$ cat config.mk
export PLATFORM = sky130hd
export DESIGN_NAME = lru_key_value_cache_flat
export DESIGN_NICKNAME = d
export VERILOG_FILES = /design/src/rtl/lkv_pkg.sv /design/src/rtl/lkv_if.sv /design/src/rtl/lkv_cfg.sv /design/src/rtl/lkv_engine.sv /design/src/rtl/lru_key_value_cache.sv /design/src/flat_wrapper.sv
export SDC_FILE = /design/constraint.sdc
export NUM_CORES = 1
export LEC_CHECK = 0
export CAP_MARGIN = 20
export CORE_ASPECT_RATIO = 1.2
export CORE_MARGIN = 1
export CORE_UTILIZATION = 37
export CTS_BUF_LIST = sky130_fd_sc_hd__clkbuf_8 sky130_fd_sc_hd__clkbuf_16
export DETAILED_ROUTE_END_ITERATION = 10
export DONT_BUFFER_PORTS = 1
export MAX_ROUTING_LAYER = met4
export PLACE_DENSITY = 0.55
export SETUP_SLACK_MARGIN = 0.2
export SLEW_MARGIN = 40
export SYNTH_ARGS = -nofsm -noshare
export SYNTH_HDL_FRONTEND = slang
export SYNTH_HIERARCHICAL = 1
export SYNTH_SLANG_ARGS = --single-unit
$ cat constraint.sdc
create_clock -name clk_i -period 18.29 [get_ports clk_i]
set_clock_uncertainty 0.1 [all_clocks]
set_input_delay 1.829 -clock clk_i [delete_from_list [all_inputs] [get_ports clk_i]]
set_output_delay 1.829 -clock clk_i [all_outputs]
set_load 0.01 [all_outputs]
$ cat src/rtl/lkv_pkg.sv
// shared constants for the lru key/value cache
// no dependencies; used by the interfaces, the register block and the engine
package lkv_pkg;

  // payload widths
  localparam int unsigned DATA_W = 32;
  localparam int unsigned CAP_W  = 5;

  // default number of entries
  localparam int unsigned ENTRIES_DEFAULT = 16;

  // register file layout
  localparam int unsigned APB_ADDR_W = 3;
  localparam int unsigned APB_DATA_W = 32;
  localparam logic        REG_CAPACITY = 1'b0;
  localparam logic [CAP_W-1:0] CAPACITY_RESET = 5'd16;

  // command codes
  localparam logic CMD_GET = 1'b0;
  localparam logic CMD_PUT = 1'b1;

  // value returned by a get that misses
  localparam logic [DATA_W-1:0] MISS_VALUE = {DATA_W{1'b1}};

endpackage

$ cat src/rtl/lkv_if.sv
// request and response channel interfaces of the lru key/value cache
// depends on lkv_pkg for the payload widths
interface lkv_req_if;
  logic                               valid;
  logic                               ready;
  logic                               cmd;
  logic signed [lkv_pkg::DATA_W-1:0]  lookup_key;
  logic signed [lkv_pkg::DATA_W-1:0]  store_value;

  modport source (output valid, output cmd, output lookup_key, output store_value,
                  input ready);
  modport sink   (input valid, input cmd, input lookup_key, input store_value,
                  output ready);
endinterface

interface lkv_rsp_if;
  logic                               valid;
  logic                               ready;
  logic                               hit;
  logic signed [lkv_pkg::DATA_W-1:0]  read_value;
  logic                               evicted;

  modport source (output valid, output hit, output read_value, output evicted,
                  input ready);
  modport sink   (input valid, input hit, input read_value, input evicted,
                  output ready);
endinterface

$ cat src/rtl/lkv_cfg.sv
// apb register block: holds the capacity register and derives the effective capacity
// depends on lkv_pkg
module lkv_cfg #(
  parameter int unsigned ENTRIES = lkv_pkg::ENTRIES_DEFAULT
) (
  input  logic                            clk_i,
  input  logic                            rst_ni,
  input  logic                            psel,
  input  logic                            penable,
  input  logic                            pwrite,
  input  logic [lkv_pkg::APB_ADDR_W-1:0]  paddr,
  input  logic [lkv_pkg::APB_DATA_W-1:0]  pwdata,
  output logic [lkv_pkg::APB_DATA_W-1:0]  prdata,
  output logic                            pready,
  output logic [$clog2(ENTRIES+1)-1:0]    eff_cap_o
);

  localparam int unsigned CNT_W = $clog2(ENTRIES + 1);
  localparam int unsigned CMP_W = (CNT_W > lkv_pkg::CAP_W) ? CNT_W : lkv_pkg::CAP_W;

  logic [lkv_pkg::CAP_W-1:0] cap_q;
  logic                      sel_cap;
  logic                      wr_en;

  // word decode, byte offset ignored
  assign sel_cap = (paddr[lkv_pkg::APB_ADDR_W-1:2] == lkv_pkg::REG_CAPACITY);
  assign wr_en   = psel && penable && pwrite;
  assign pready  = 1'b1;

  // capacity register
  always_ff @(posedge clk_i or negedge rst_ni) begin
    if (!rst_ni) begin
      cap_q <= lkv_pkg::CAPACITY_RESET;
    end else if (wr_en && sel_cap) begin
      cap_q <= pwdata[lkv_pkg::CAP_W-1:0];
    end
  end

  // readback
  assign prdata = sel_cap ? lkv_pkg::APB_DATA_W'(cap_q) : '0;

  // zero acts as one, anything above the entry count saturates
  always_comb begin
    if (cap_q == '0) begin
      eff_cap_o = CNT_W'(1);
    end else if (CMP_W'(cap_q) > CMP_W'(ENTRIES)) begin
      eff_cap_o = CNT_W'(ENTRIES);
    end else begin
      eff_cap_o = CNT_W'(cap_q);
    end
  end

endmodule

$ cat src/rtl/lkv_engine.sv
// lookup and recency engine: entry memory, sequencer and result register
// depends on lkv_pkg and the channel interfaces in lkv_if.sv
module lkv_engine #(
  parameter int unsigned ENTRIES = lkv_pkg::ENTRIES_DEFAULT
) (
  input  logic                          clk_i,
  input  logic                          rst_ni,
  input  logic [$clog2(ENTRIES+1)-1:0]  eff_cap_i,
  lkv_req_if.sink                       req,
  lkv_rsp_if.source                     rsp
);

  localparam int unsigned DW     = lkv_pkg::DATA_W;
  localparam int unsigned IDX_W  = (ENTRIES > 1) ? $clog2(ENTRIES) : 1;
  localparam int unsigned RANK_W = IDX_W;
  localparam int unsigned CNT_W  = $clog2(ENTRIES + 1);

  typedef enum logic [2:0] {
    S_IDLE,
    S_SCAN,
    S_DECIDE,
    S_UPDATE,
    S_FINISH
  } state_e;

  typedef struct packed {
    logic [DW-1:0]     key;
    logic [DW-1:0]     value;
    logic [RANK_W-1:0] rank;
  } entry_t;

  // entry memory and its read register
  entry_t               mem_q [ENTRIES];
  entry_t               rdata_q;
  logic                 mem_re;
  logic [IDX_W-1:0]     mem_raddr;
  logic                 mem_we;
  logic [IDX_W-1:0]     mem_waddr;
  entry_t               mem_wdata;

  // control state
  state_e               state_q;
  logic [CNT_W-1:0]     cnt_q;
  logic                 rvalid_q;
  logic [IDX_W-1:0]     ridx_q;
  logic [ENTRIES-1:0]   valid_q;
  logic [ENTRIES-1:0]   valid_d;
  logic [CNT_W-1:0]     used_q;
  logic                 out_valid_q;
  logic                 out_load;

  // scan results
  logic                 found_q;
  logic [IDX_W-1:0]     slot_q;
  logic [RANK_W-1:0]    bound_q;
  logic                 age_all_q;
  logic [DW-1:0]        hitval_q;
  logic                 lru_have_q;
  logic [IDX_W-1:0]     lru_slot_q;
  logic [RANK_W-1:0]    lru_rank_q;
  logic                 free_have_q;
  logic [IDX_W-1:0]     free_slot_q;

  // captured transaction and results
  logic                 cmd_q;
  logic [DW-1:0]        key_q;
  logic [DW-1:0]        sval_q;
  logic [DW-1:0]        wval_q;
  logic                 res_hit_q;
  logic [DW-1:0]        res_val_q;
  logic                 res_ev_q;
  logic                 out_hit_q;
  logic [DW-1:0]        out_val_q;
  logic                 out_ev_q;

  logic                 accept;
  logic                 issue;
  logic                 last;
  logic                 rd_valid;
  logic                 rd_match;
  logic                 evict;
  logic                 insert;
  logic [IDX_W-1:0]     ins_slot;
  logic                 upd_self;
  logic                 upd_age;
  logic                 out_free;

  assign req.ready = (state_q == S_IDLE);
  assign accept    = req.valid && req.ready;

  // one memory read per cycle during both passes
  assign issue     = ((state_q == S_SCAN) || (state_q == S_UPDATE)) &&
                     (cnt_q < CNT_W'(ENTRIES));
  assign mem_re    = issue;
  assign mem_raddr = cnt_q[IDX_W-1:0];
  assign last      = rvalid_q && (ridx_q == IDX_W'(ENTRIES - 1));

  assign rd_valid  = valid_q[ridx_q];
  assign rd_match  = rd_valid && (rdata_q.key == key_q);

  // miss handling for a put
  assign evict    = !found_q && (cmd_q == lkv_pkg::CMD_PUT) && lru_have_q &&
                    (used_q != '0) && (used_q >= eff_cap_i);
  assign ins_slot = (evict && !(free_have_q && (free_slot_q < lru_slot_q))) ?
                    lru_slot_q : free_slot_q;
  assign insert   = !found_q && (cmd_q == lkv_pkg::CMD_PUT) && (free_have_q || evict);

  // valid bits after the decision: evicted slot cleared, inserted slot set
  always_comb begin
    valid_d = valid_q;
    if (state_q == S_DECIDE) begin
      if (evict) begin
        valid_d[lru_slot_q] = 1'b0;
      end
      if (insert) begin
        valid_d[ins_slot] = 1'b1;
      end
    end
  end

  // recency rewrite during the update pass
  assign upd_self  = (ridx_q == slot_q);
  assign upd_age   = rd_valid && (age_all_q || (rdata_q.rank < bound_q));
  assign mem_we    = (state_q == S_UPDATE) && rvalid_q && (upd_self || upd_age);
  assign mem_waddr = ridx_q;
  always_comb begin
    if (upd_self) begin
      mem_wdata = '{key: key_q, value: wval_q, rank: '0};
    end else begin
      mem_wdata = '{key: rdata_q.key, value: rdata_q.value,
                    rank: rdata_q.rank + RANK_W'(1)};
    end
  end

  assign out_free = !out_valid_q || rsp.ready;
  assign out_load = (state_q == S_FINISH) && out_free;

  // entry memory
  always_ff @(posedge clk_i) begin
    if (mem_we) begin
      mem_q[mem_waddr] <= mem_wdata;
    end
    if (mem_re) begin
      rdata_q <= mem_q[mem_raddr];
    end
  end

  // sequencer, valid bits, fill count and output handshake
  always_ff @(posedge clk_i or negedge rst_ni) begin
    if (!rst_ni) begin
      state_q     <= S_IDLE;
      cnt_q       <= '0;
      rvalid_q    <= 1'b0;
      ridx_q      <= '0;
      valid_q     <= '0;
      used_q      <= '0;
      out_valid_q <= 1'b0;
      found_q     <= 1'b0;
      lru_have_q  <= 1'b0;
      free_have_q <= 1'b0;
    end else begin
      rvalid_q <= issue;
      ridx_q   <= cnt_q[IDX_W-1:0];
      valid_q  <= valid_d;
      if (issue) begin
        cnt_q <= cnt_q + CNT_W'(1);
      end
      if (out_load) begin
        out_valid_q <= 1'b1;
      end else if (out_valid_q && rsp.ready) begin
        out_valid_q <= 1'b0;
      end
      case (state_q)
        S_IDLE: begin
          if (accept) begin
            state_q     <= S_SCAN;
            cnt_q       <= '0;
            found_q     <= 1'b0;
            lru_have_q  <= 1'b0;
            free_have_q <= 1'b0;
          end
        end
        S_SCAN: begin
          if (rvalid_q) begin
            if (rd_match && !found_q) begin
              found_q <= 1'b1;
            end
            if (rd_valid && (!lru_have_q || (rdata_q.rank > lru_rank_q))) begin
              lru_have_q <= 1'b1;
            end
            if (!rd_valid && !free_have_q) begin
              free_have_q <= 1'b1;
            end
          end
          if (last) begin
            state_q <= S_DECIDE;
          end
        end
        S_DECIDE: begin
          cnt_q <= '0;
          if (found_q || insert) begin
            state_q <= S_UPDATE;
          end else begin
            state_q <= S_FINISH;
          end
          used_q <= used_q - CNT_W'(evict) + CNT_W'(insert);
        end
        S_UPDATE: begin
          if (last) begin
            state_q <= S_FINISH;
          end
        end
        S_FINISH: begin
          if (out_free) begin
            state_q <= S_IDLE;
          end
        end
        default: begin
          state_q <= S_IDLE;
        end
      endcase
    end
  end

  // payload registers
  always_ff @(posedge clk_i) begin
    if (accept) begin
      cmd_q  <= req.cmd;
      key_q  <= req.lookup_key;
      sval_q <= req.store_value;
    end
    // lookup pass bookkeeping
    if ((state_q == S_SCAN) && rvalid_q) begin
      if (rd_match && !found_q) begin
        slot_q   <= ridx_q;
        bound_q  <= rdata_q.rank;
        hitval_q <= rdata_q.value;
      end
      if (rd_valid && (!lru_have_q || (rdata_q.rank > lru_rank_q))) begin
        lru_slot_q <= ridx_q;
        lru_rank_q <= rdata_q.rank;
      end
      if (!rd_valid && !free_have_q) begin
        free_slot_q <= ridx_q;
      end
    end
    // result and update-pass setup
    if (state_q == S_DECIDE) begin
      res_hit_q <= found_q;
      res_ev_q  <= evict;
      if (cmd_q == lkv_pkg::CMD_PUT) begin
        res_val_q <= '0;
      end else if (found_q) begin
        res_val_q <= hitval_q;
      end else begin
        res_val_q <= lkv_pkg::MISS_VALUE;
      end
      if (found_q) begin
        age_all_q <= 1'b0;
        wval_q    <= (cmd_q == lkv_pkg::CMD_PUT) ? sval_q : hitval_q;
      end else begin
        age_all_q <= 1'b1;
        slot_q    <= ins_slot;
        wval_q    <= sval_q;
      end
    end
    // output register
    if (out_load) begin
      out_hit_q <= res_hit_q;
      out_val_q <= res_val_q;
      out_ev_q  <= res_ev_q;
    end
  end

  assign rsp.valid      = out_valid_q;
  assign rsp.hit        = out_hit_q;
  assign rsp.read_value = out_val_q;
  assign rsp.evicted    = out_ev_q;

  // fill count tracks the valid bits
  a_used_matches_valid: assert property (@(posedge clk_i) disable iff (!rst_ni)
    $countones(valid_q) == used_q)
    else $error("fill count differs from number of valid entries");

  // never more entries in use than slots
  a_used_bounded: assert property (@(posedge clk_i) disable iff (!rst_ni)
    used_q <= CNT_W'(ENTRIES))
    else $error("fill count above entry count");

  // an eviction only happens on a put that missed
  a_evict_not_hit: assert property (@(posedge clk_i) disable iff (!rst_ni)
    out_valid_q && out_ev_q |-> !out_hit_q)
    else $error("eviction reported together with a hit");

  // the lookup pass is fully drained before the decision
  a_scan_drained: assert property (@(posedge clk_i) disable iff (!rst_ni)
    (state_q == S_DECIDE) |-> (!rvalid_q && (cnt_q == CNT_W'(ENTRIES))))
    else $error("decision taken with memory reads outstanding");

  // the memory is only written during the update pass
  a_write_in_update: assert property (@(posedge clk_i) disable iff (!rst_ni)
    $past(state_q) == S_SCAN && state_q == S_SCAN |-> !mem_we)
    else $error("memory write during lookup pass");

endmodule

$ cat src/rtl/lru_key_value_cache.sv
// top level of the lru key/value cache
// depends on lkv_pkg, lkv_if.sv, lkv_cfg and lkv_engine
//
// Fully associative key/value store with least-recently-used replacement.
// Requests arrive on req_i (valid/ready, cmd 0 = get, 1 = put, lookup_key,
// store_value); each transaction yields exactly one response on rsp_o (hit,
// read_value, evicted). A get hit returns the value, a get miss returns -1,
// a put returns 0. The capacity register (APB, byte address 0) limits the
// entries in use before a missing put evicts the least recent entry.
// Each request runs passes over the entry memory (one read and one write
// port), one entry per cycle: a lookup pass that finds the key, the oldest
// entry and the first free slot and, unless the request is a get that
// misses, an update pass that rewrites the recency ranks. Only one request
// is in flight at a time.
// The response sits in an output register; a new request is accepted while
// it waits, and a stalled receiver holds the block only when the next
// response is ready to be loaded.
// Reset empties the store (all entries invalid, count zero) and sets the
// capacity to 16; no clearing pass is needed.
module lru_key_value_cache #(
  parameter int unsigned ENTRIES = lkv_pkg::ENTRIES_DEFAULT
) (
  input  logic                            clk_i,
  input  logic                            rst_ni,
  lkv_req_if.sink                         req_i,
  lkv_rsp_if.source                       rsp_o,
  input  logic                            psel,
  input  logic                            penable,
  input  logic                            pwrite,
  input  logic [lkv_pkg::APB_ADDR_W-1:0]  paddr,
  input  logic [lkv_pkg::APB_DATA_W-1:0]  pwdata,
  output logic [lkv_pkg::APB_DATA_W-1:0]  prdata,
  output logic                            pready
);

  logic [$clog2(ENTRIES+1)-1:0] eff_cap;

  // configuration registers
  lkv_cfg #(
    .ENTRIES (ENTRIES)
  ) u_cfg (
    .clk_i     (clk_i),
    .rst_ni    (rst_ni),
    .psel      (psel),
    .penable   (penable),
    .pwrite    (pwrite),
    .paddr     (paddr),
    .pwdata    (pwdata),
    .prdata    (prdata),
    .pready    (pready),
    .eff_cap_o (eff_cap)
  );

  // lookup and replacement engine
  lkv_engine #(
    .ENTRIES (ENTRIES)
  ) u_engine (
    .clk_i     (clk_i),
    .rst_ni    (rst_ni),
    .eff_cap_i (eff_cap),
    .req       (req_i),
    .rsp       (rsp_o)
  );

endmodule
$ cat src/flat_wrapper.sv
// flat-port wrapper written by rule: the top's interface ports become plain ports
module lru_key_value_cache_flat 
#(
  parameter int unsigned ENTRIES = lkv_pkg::ENTRIES_DEFAULT
)
  (clk_i, rst_ni, psel, penable, pwrite, paddr, pwdata, prdata, pready, req_i_valid, req_i_cmd, req_i_lookup_key, req_i_store_value, req_i_ready, rsp_o_valid, rsp_o_hit, rsp_o_read_value, rsp_o_evicted, rsp_o_ready);
  lkv_req_if req_i_i ();
  lkv_rsp_if rsp_o_i ();
  input  logic clk_i;
  input  logic rst_ni;
  input  logic psel;
  input  logic penable;
  input  logic pwrite;
  input  logic [lkv_pkg::APB_ADDR_W-1:0] paddr;
  input  logic [lkv_pkg::APB_DATA_W-1:0] pwdata;
  output logic [lkv_pkg::APB_DATA_W-1:0] prdata;
  output logic pready;
  input wire logic [$bits(req_i_i.valid)-1:0] req_i_valid;
  input wire logic [$bits(req_i_i.cmd)-1:0] req_i_cmd;
  input wire logic [$bits(req_i_i.lookup_key)-1:0] req_i_lookup_key;
  input wire logic [$bits(req_i_i.store_value)-1:0] req_i_store_value;
  output wire logic [$bits(req_i_i.ready)-1:0] req_i_ready;
  output wire logic [$bits(rsp_o_i.valid)-1:0] rsp_o_valid;
  output wire logic [$bits(rsp_o_i.hit)-1:0] rsp_o_hit;
  output wire logic [$bits(rsp_o_i.read_value)-1:0] rsp_o_read_value;
  output wire logic [$bits(rsp_o_i.evicted)-1:0] rsp_o_evicted;
  input wire logic [$bits(rsp_o_i.ready)-1:0] rsp_o_ready;
  assign req_i_i.valid = req_i_valid;
  assign req_i_i.cmd = req_i_cmd;
  assign req_i_i.lookup_key = req_i_lookup_key;
  assign req_i_i.store_value = req_i_store_value;
  assign req_i_ready = req_i_i.ready;
  assign rsp_o_valid = rsp_o_i.valid;
  assign rsp_o_hit = rsp_o_i.hit;
  assign rsp_o_read_value = rsp_o_i.read_value;
  assign rsp_o_evicted = rsp_o_i.evicted;
  assign rsp_o_i.ready = rsp_o_ready;
  lru_key_value_cache #(.ENTRIES(ENTRIES)) u_core (.clk_i(clk_i), .rst_ni(rst_ni), .req_i(req_i_i), .rsp_o(rsp_o_i), .psel(psel), .penable(penable), .pwrite(pwrite), .paddr(paddr), .pwdata(pwdata), .prdata(prdata), .pready(pready));
endmodule
Word level (Yosys, flattened, before mapping):

Memories as Yosys holds them, arrays and structs flattened. A register that Yosys moved wholly into a read port is not among the register bits.
Cells that the tools add are included.

* bits in registers: 261
* memory bits (writable): 1088
* input bits: 107
* word-level logic and storage cells: 158
* memories: 1

Memory list
* u_core.u_engine.mem_q: depth 16, width 68, rd ports 1, clocked after memory_dff 1, write ports 1, RTL line lkv_engine.sv:33 `entry_t mem_q [ENTRIES];`

* add/subtract/negate cells: 4
* magnitude comparators: 11
* equality and inequality tests: 15
* muxes and demuxes: 45
* bitwise logic cells: 4
* reduce and logical (&&, ||, !) cells: 50

Operators by type and width (count)
* $mux 32: 3
* $mux 68: 1
* $mux 16: 3
* $eq 32x32->1: 1
* $logic_and 1x1->1: 25
* $mux 5: 5
* $mux 4: 5
* $and 16x16->16: 1
* $not 16->16: 1
* $or 16x16->16: 1
* $reduce_and 4->1: 4
* $lt 4x5->1 const B: 3
* $mux 1: 15
* $mux 3: 5
* $pmux 3 s5: 1
* $pmux 5 s2: 1
* $demux 1 s4: 2
* $ge 4x1->1 const B: 2
* $lt 4x4->1: 2
* $ne 2x1->1 const B: 4
* $ne 2x2->1 const B: 4
* $logic_or 1x1->1: 7
* $eq 3x2->1 const B: 2
* $logic_not 1->1: 6
* 20 further kinds: 25

Logic depth before layout (Yosys ltp):

Gate-level depths: netlist of run 1.

* depth after elaboration: 13
* gate-level depth with buffers: 19

Modules after synthesis:

The synthesis of run 1 kept the hierarchy.

Modules (own cells, without submodules)
* lkv_engine: times used 1, cells each 2513, area an instance 53875.4 sq um
* lkv_cfg: times used 1, cells each 53, area an instance 500.5 sq um

Least setup slack after synthesis of run 1:

No wires, ideal clock.

* path type: reg-to-reg
* start point: reg u_core/u_engine/rdata_q[1] (netlist name)
* end point: mem u_core/u_engine/mem_q[0][0] (netlist name) (enable)
* library setup time: 0.858 ns
* data arrival time: 12.021 ns
* path slack: 5.311 ns
* stages on the path, launching flop included: 7
* buffers on the path: 0
* path through: edfxtp_1 ha_1 a21o_1 a21o_1 a21oi_1 o21ai_1 a2111oi_0

* word-level cells in the longest chain between the ends: 7

Ends and longest elaborated chain
* $lt 4x4->1: RTL line lkv_engine.sv:123 `assign upd_age = rd_valid && (age_all_q || (rdata_q.rank < bound_q));`
* $logic_or 1x1->1: RTL line lkv_engine.sv:123
* $logic_and 1x1->1: RTL line lkv_engine.sv:123
* $logic_or 1x1->1: RTL line lkv_engine.sv:124 `assign mem_we = (state_q == S_UPDATE) && rvalid_q && (upd_self || upd_age);`
* $logic_and 1x1->1: RTL line lkv_engine.sv:124
* $mux 1: RTL line lkv_engine.sv:140 `if (mem_we) begin`
* $mux 1 (not written as such): RTL line lkv_engine.sv:141 `mem_q[mem_waddr] <= mem_wdata;`
* to (decl): RTL line lkv_engine.sv:33

No other way between the ends.

Final worst setup path of run 1:

* start point: reg u_core.u_engine.cnt_q[0]
* end point: reg u_core/u_engine/rdata_q[38] (netlist name)

* word-level cells in the longest chain between the ends: 2

Ends and longest elaborated chain
* from (decl): RTL line lkv_engine.sv:43 `logic [CNT_W-1:0] cnt_q;`
* from (signal assigned): RTL line lkv_engine.sv:166 `cnt_q <= cnt_q + CNT_W'(1);`
* $lt 5x5->1: RTL line lkv_engine.sv:93 `(cnt_q < CNT_W'(ENTRIES));`
* $logic_and 1x1->1: RTL line lkv_engine.sv:92 `assign issue = ((state_q == S_SCAN) || (state_q == S_UPDATE)) &&`

Parallel ways exist; a longest one is shown, timed or not.
A chain may end at the register's enable or synchronous reset.

==> results of run 1 <==
==> registers in the layout, indices dropped and copies added (netlist names), 3 cells and up <==
name	flops
u_core/u_engine/res_val_q	32
u_core/u_engine/rsp.read_value	32
u_core/u_engine/mem_waddr	4
u_core/u_engine/cnt_q	5
u_core/u_engine/bound_q	4
u_core/u_engine/hitval_q	32
u_core/u_engine/slot_q	4
u_core/u_engine/wval_q	32
u_core/u_engine/lru_rank_q	4
u_core/u_engine/key_q	32
u_core/u_engine/free_slot_q	4
u_core/u_engine/used_q	5
u_core/u_engine/valid_q	16
u_core/u_cfg/cap_q	5
u_core/u_engine/lru_slot_q	4
u_core/u_engine/rdata_q	68
u_core/u_engine/sval_q	32
u_core/u_engine/mem_q	1088
u_core/u_engine/state_q	3
==> cell usage in the layout, fill, tap and decap left out, types with 9 or more instances in the layout <==
| master | count |
|---|---|
| mux4_2 | 342 |
| nor2_1 | 18 |
| a21oi_1 | 53 |
| conb_1 | 28 |
| buf_4 | 34 |
| inv_1 | 93 |
| clkbuf_16 | 153 |
| nand2_1 | 250 |
| nor4_1 | 9 |
| edfxtp_1 | 1370 |
| o21ai_0 | 62 |
| xor2_1 | 36 |
| clkinv_2 | 22 |
| buf_6 | 26 |
| dfrtp_1 | 37 |
| clkinv_1 | 31 |
| bufinv_16 | 10 |
| a2111oi_2 | 16 |
| ha_1 | 23 |
| mux2_2 | 9 |
| nand3_1 | 9 |
==> where the power goes <==
part	internal [W]	total [W]	switching (W)
Sequential	0.00457	0.00477	0.000192
Clock	0.00167	0.00290	0.00123
Combinational	0.000815	0.00226	0.00145
==> layer usage <==
| layer | share of wire [%] | vias up |
|---|---|---|
| met4 | 2.2 | 0 |
| met1 | 41 | 13700 |
| met3 | 5.5 | 179 |
| met2 | 51 | 825 |
| li1 | - | 10600 |
| met5 | 0 | - |
==> how the worst max path moves through the flow <==
stage,startpoint,endpoint,cells after the start
5_1_grt,u_core/u_engine/cnt_q[0],u_core/u_engine/rdata_q[38],6
3_5_place_dp,u_core/u_engine/cnt_q[0],u_core/u_engine/rdata_q[38],6
4_1_cts,u_core/u_engine/cnt_q[0],u_core/u_engine/rdata_q[38],6
6_report,u_core/u_engine/cnt_q[0],u_core/u_engine/rdata_q[38],6
3_3_place_gp,u_core/u_engine/cnt_q[0],u_core/u_engine/rdata_q[43],5
2_1_floorplan,u_core/u_engine/rdata_q[1],u_core/u_engine/mem_q[0][0],6
==> cell type report <==
class | instances | area, sq um | share of cell area [%]
well taps | 1937 | 2420 | 3.93
flip-flops and latches | 1417 | 42300 | 68.5
clock buffers | 156 | 3870 | 6.27
inverters | 61 | 233 | 0.377
repair buffers | 65 | 648 | 1.05
multi-input cells | 967 | 11400 | 18.5
diodes | 1 | 2.50 | 0.00405
clock inverters | 112 | 832 | 1.35
==> stage by stage <==
stage	std cells	hold slack, ns
final	4716	0.303
after global routing	4715	0.322
after CTS	4715	0.305
after detailed placement	4447	0.305
after global placement	4443	0.304
after floorplan	2592	0.252
==> logic make-up (layout without fill, tap and decap cells) <==
group,Yosys count,in the layout,share of synthesized area [%]
xor+xnor,44,44,0.709
other cells,2,29,0.0138
flops,1417,1417,77.8
simple gates,342,342,2.76
buf+inv,208,394,1.66
compound gates,165,165,1.81
mux,364,364,14.7
fa+ha+maj,24,24,0.566
==> critical path, cell delays in order (launching register included) <==
cell,delay (ns)
dfrtp_4,0.70
buf_12,0.29
buf_4,0.63
buf_6,0.56
buf_4,0.67
mux4_2,0.60
mux4_2,0.47
==> flow_summary.yaml, run 1 <==
global_route:
  grt_use_met1_pct: 22.6
  grt.busiest_layer: "met2"
  grt_max_degree: 69
  gr-total-overflow: 0
  antenna_found_initial: 5
  use_met3_pct: 2.84
  grt_pass1_wl_um: 184000
  grt_pass1_vias: 26500
  grtUsageTotal_pct: 17.7
  gr-usage-met2_pct: 29.3
hold_path:
  min_from: "u_core/u_engine/res_val_q[27]"
  worstHoldPathCells: 0
  worstHoldEndpoint: "u_core/u_engine/rsp.read_value[27]"
  hp-class: "flip-flop to flip-flop"
clock_tree:
  cts_num_sinks: 1417
  clk_pin_slew_ns: 0.06
  cts_tree: "built"
  cts_buffers: 148
  root_buffer: "clkbuf_16"
  hold_buffers: 0
  postCtsSetupBuffers: 0
  cts.path.max_buffers: 3
  clkLatencyLatePin_ns: 0.76
  htree_num_levels: 4
  cts.repair.resized: 0
logic_synthesis:
  ys_seq_area_share_pct: 77.8
  synth-seq-cells: 1417
  syn_area_per_cell_sq_um: 21.2
  ys_warn_count: 6
  synth_edf_count: 1370
  post-synth-top-count-cell: "edfxtp_1"
  synthArstFlopShare_pct: 3.03
  yosys-top-cells-count: "edfxtp_1, mux4_2, nand2_1"
  synthFlopType: "edfxtp_1"
  synthesis.area_sq_mm: 0.0544
  synth_top_cells_by_area: "edfxtp_1, mux4_2, dfrtp_1"
  synth_cell_types: 60
  netlist.area_leader.share_pct: 75.7
  synth_top_area_cell: "edfxtp_1"
  syn_inst: 2566
pwr:
  total_leakage_power_nw: 19.8
  cellPowerDensity_mw_per_mm2: 161
  vdd_drop_max_mv: 0.110
  total_power_w: 0.00993
layout:
  area_growth_pct: 13.5
  nNetsFinal: 2791
  final_cell_area_sq_mm: 0.0617
  drive_above_1_share_pct: 23.9
  fin_util_pct: 42.5
  nFillCells: 12400
routing:
  via_count: 25300
  drtPass1Iterations: 5
  drt.antenna.violating_nets: 0
  drc_errors: 0
  wl_um: 127000
  wire_per_inst_um: 26.9
  drtIter0Drc: 2050
  vias_per_cell: 5.36
sta:
  setup_viol: 0
  slew_headroom_pct: 45.1
  drv_slew: 0
  fmax_ghz: 0.224
  rsz0062_at_grt: "false"
  hold_viol: 0
  tightest_slew_ns: 0.816
  final.setup.tns_ns: 0
  period_minus_slack_ns: 4.47
  post-route-worst-setup-slack_ns: 13.82
  post-route-period-util_pct: 24.4
floorplanning:
  rows: 153
  die_h_um: 422
  start_util_pct: 37.4
  coreArea_sq_mm: 0.145
  dieArea_sq_mm: 0.149
  boundaryPins: 176
  die_x_um: 352
placed_design:
  placed_area_sq_mm: 0.0570
  post-dp-hpwl_um: 65100
  dpl_worst_slack_ns: 13.64
  portBuffers: 0
  gp_congestion: 0.813
worst_setup_path:
  worstPathArrival_ns: 4.86
  worstSetupStartpointType: "flip-flop"
  crit_required_ns: 18.68
  reg2reg_from: "u_core/u_engine/cnt_q[0]"
  rrSetupSlack_ns: 13.82
  end_kind: "flip-flop"
  worstSetupPathType: "flip-flop to flip-flop"
  r2r_cells: 6
  worstReg2RegEnd: "u_core/u_engine/rdata_q[38]"
  cp_max_fo: 42
flow_run:
  cap_violations: 0
status:
  outcome: "complete, no violations"
No activity file was read; power rests on OpenSTA's default activity.
==> run 2, diff against run 1 <==
--- a/config.mk
+++ b/config.mk
@@ -13,7 +13,7 @@
 export DETAILED_ROUTE_END_ITERATION = 10
 export DONT_BUFFER_PORTS = 1
 export MAX_ROUTING_LAYER = met4
-export PLACE_DENSITY = 0.55
+export PLACE_DENSITY = 0.57
 export SETUP_SLACK_MARGIN = 0.2
 export SLEW_MARGIN = 40
 export SYNTH_ARGS = -nofsm -noshare
==> constraint.sdc (replaced) <==
create_clock -name clk_i -period 3.8 [get_ports clk_i]
set_clock_uncertainty 0.1 [all_clocks]
set_input_delay 0.38 -clock clk_i [delete_from_list [all_inputs] [get_ports clk_i]]
set_output_delay 0.38 -clock clk_i [all_outputs]
set_load 0.01 [all_outputs]
==> flow_summary.yaml, run 2 (synthesized netlist as in run 1, its figures left out) <==
sta:
  slew_headroom_pct: 50.7
  post-route-period-util_pct: 92.7
  period_minus_slack_ns: 3.52
  tightest_slew_ns: 0.739
  setup_viol: 0
  rsz0062_at_grt: "true"
  whs_ns: 0.104
  final.setup.tns_ns: 0
  drv_slew: 0
  fmax_ghz: 0.284
  hold_viol: 0
clock_tree:
  cts_buffers: 144
  clkLatencyLatePin_ns: 0.78
  cts_tree: "built"
  root_buffer: "clkbuf_16"
  clk_pin_slew_ns: 0.06
  cts.path.max_buffers: 3
  htree_num_levels: 4
  cts_num_sinks: 1417
global_route:
  gr-total-overflow: 0
  use_met3_pct: 3.24
  gr-usage-met2_pct: 27.9
  grt_pass1_vias: 26900
  grt_pass1_wl_um: 182000
  grt_max_degree: 80
  antenna_found_initial: 6
  grtUsageTotal_pct: 17.3
  grt.busiest_layer: "met2"
  grt_use_met1_pct: 22.4
floorplanning:
  coreArea_sq_mm: 0.145
  die_h_um: 422
  boundaryPins: 176
  start_util_pct: 37.4
  rows: 153
  dieArea_sq_mm: 0.149
  die_x_um: 352
routing:
  drt.antenna.violating_nets: 0
  wire_per_inst_um: 25.7
  drc_errors: 0
  vias_per_cell: 5.29
  via_count: 25400
  wl_um: 124000
  drtPass1Iterations: 5
  drtIter0Drc: 2079
pwr:
  total_leakage_power_nw: 20.3
  total_power_w: 0.0481
  vdd_drop_max_mv: 0.484
  cellPowerDensity_mw_per_mm2: 760
layout:
  largest_register_ffs: 1088
  biggestRegsByFlops: "u_core/u_engine/mem_q x1088, u_core/u_engine/rdata_q x68"
  layout_common_cells: "edfxtp_1, mux4_2, nand2_1"
  regMostFlops: "u_core/u_engine/mem_q"
  multi_input_area_sq_mm: 0.0117
  drive_above_1_share_pct: 24.5
  nFillCells: 12300
  nNetsFinal: 2885
  fin_util_pct: 43.5
  final_cell_area_sq_mm: 0.0632
  layout.area.seq_sq_mm: 0.0423
  area_growth_pct: 16.2
  final_common_cell: "edfxtp_1"
worst_setup_path:
  worstPathArrival_ns: 4.04
  worstSetupStartpointType: "flip-flop"
  worstSetupPathType: "flip-flop to flip-flop"
  rrSetupSlack_ns: 0.28
  end_kind: "flip-flop"
  crit_end: "u_core/u_engine/used_q[4]"
  crit_start: "u_core/u_cfg/cap_q[1]"
  crit_required_ns: 4.31
  worstReg2RegEnd: "u_core/u_engine/used_q[4]"
  cp_max_fo: 4
  r2r_cells: 19
  reg2reg_from: "u_core/u_cfg/cap_q[1]"
placed_design:
  gp_congestion: 0.785
  placed_area_sq_mm: 0.0576
  post-dp-hpwl_um: 64200
  portBuffers: 0
status:
  outcome: "complete, no violations"
hold_path:
  hp-class: "input port to flip-flop"
flow_run:
  cap_violations: 0
==> run 2: worst max-delay path, cell delays in order (launching register included) <==
cell	delay (ns)
dfrtp_1	0.40
or3_1	0.36
a21oi_2	0.16
ha_1	0.24
nor2b_1	0.15
o2111ai_1	0.12
nand3_1	0.14
inv_2	0.07
a21oi_2	0.11
ha_1	0.23
inv_1	0.06
ha_2	0.18
inv_2	0.04
fa_2	0.35
inv_2	0.06
a21oi_2	0.04
nor2_1	0.14
or3_1	0.15
a21oi_2	0.06
xor2_1	0.18
==> run 2: worst min path at each step <==
stage | slack (ns) | to | start | depth (start not counted)
2_1_floorplan | -0.02 | u_core/u_cfg/cap_q[0] | rst_ni | 0
3_3_place_gp | -0.01 | u_core/u_engine/used_q[4] | rst_ni | 0
3_5_place_dp | -0.01 | u_core/u_engine/used_q[3] | rst_ni | 0
4_1_cts | 0.03 | u_core/u_engine/key_q[9] | req_i_lookup_key[9] | 1
5_1_grt | 0.07 | u_core/u_engine/key_q[12] | req_i_lookup_key[12] | 1
6_report | 0.10 | u_core/u_engine/key_q[9] | req_i_lookup_key[9] | 1
==> run 2: repair_timing <==
| action | in CTS | in global routing |
|---|---|---|
| resized for setup | 2 | 10 |
| endpoints found under the hold margin | 125 | 0 |
| buffers inserted | 5 | 2 |
| pin swaps | 3 | 10 |
| hold buffers | 81 | 0 |
| setup endpoints to repair | 1 | 10 |
==> run 2: per-layer routing <==
layer	wire [um]	share of wire, %	vias up
met1	52400	42	13700
met2	61600	50	765
li1	-	-	10800
met5	0	0	-
met3	6830	5.5	179
met4	2900	2.3	0
==> run 2: per-stage QoR <==
step / setup WS (ns) / std cells
after floorplan: -0.927 / 2592
after global placement: 0.0291 / 4457
after detailed placement: 0.134 / 4457
after CTS: 0.204 / 4807
after global routing: 0.129 / 4812
final: 0.279 / 4812
==> run 2: cell type report <==
class | count | share of cell area, %
clock inverter | 119 | 1.67
inverter | 61 | 0.368
timing repair buffer | 163 | 3.01
multi-input combinational | 967 | 18.4
clock buffer | 145 | 5.72
antenna | 3 | 0.0119
tap | 1937 | 3.83
sequential | 1417 | 66.9
==> run 2: report_power, final <==
| part | total [W] | switching [W] | leakage (nW) | internal, W |
|---|---|---|---|---|
| combinational | 0.0113 | 0.00714 | 4.88 | 0.00419 |
| sequential | 0.0229 | 0.000911 | 13.0 | 0.0220 |
| clock | 0.0138 | 0.00609 | 2.40 | 0.00773 |
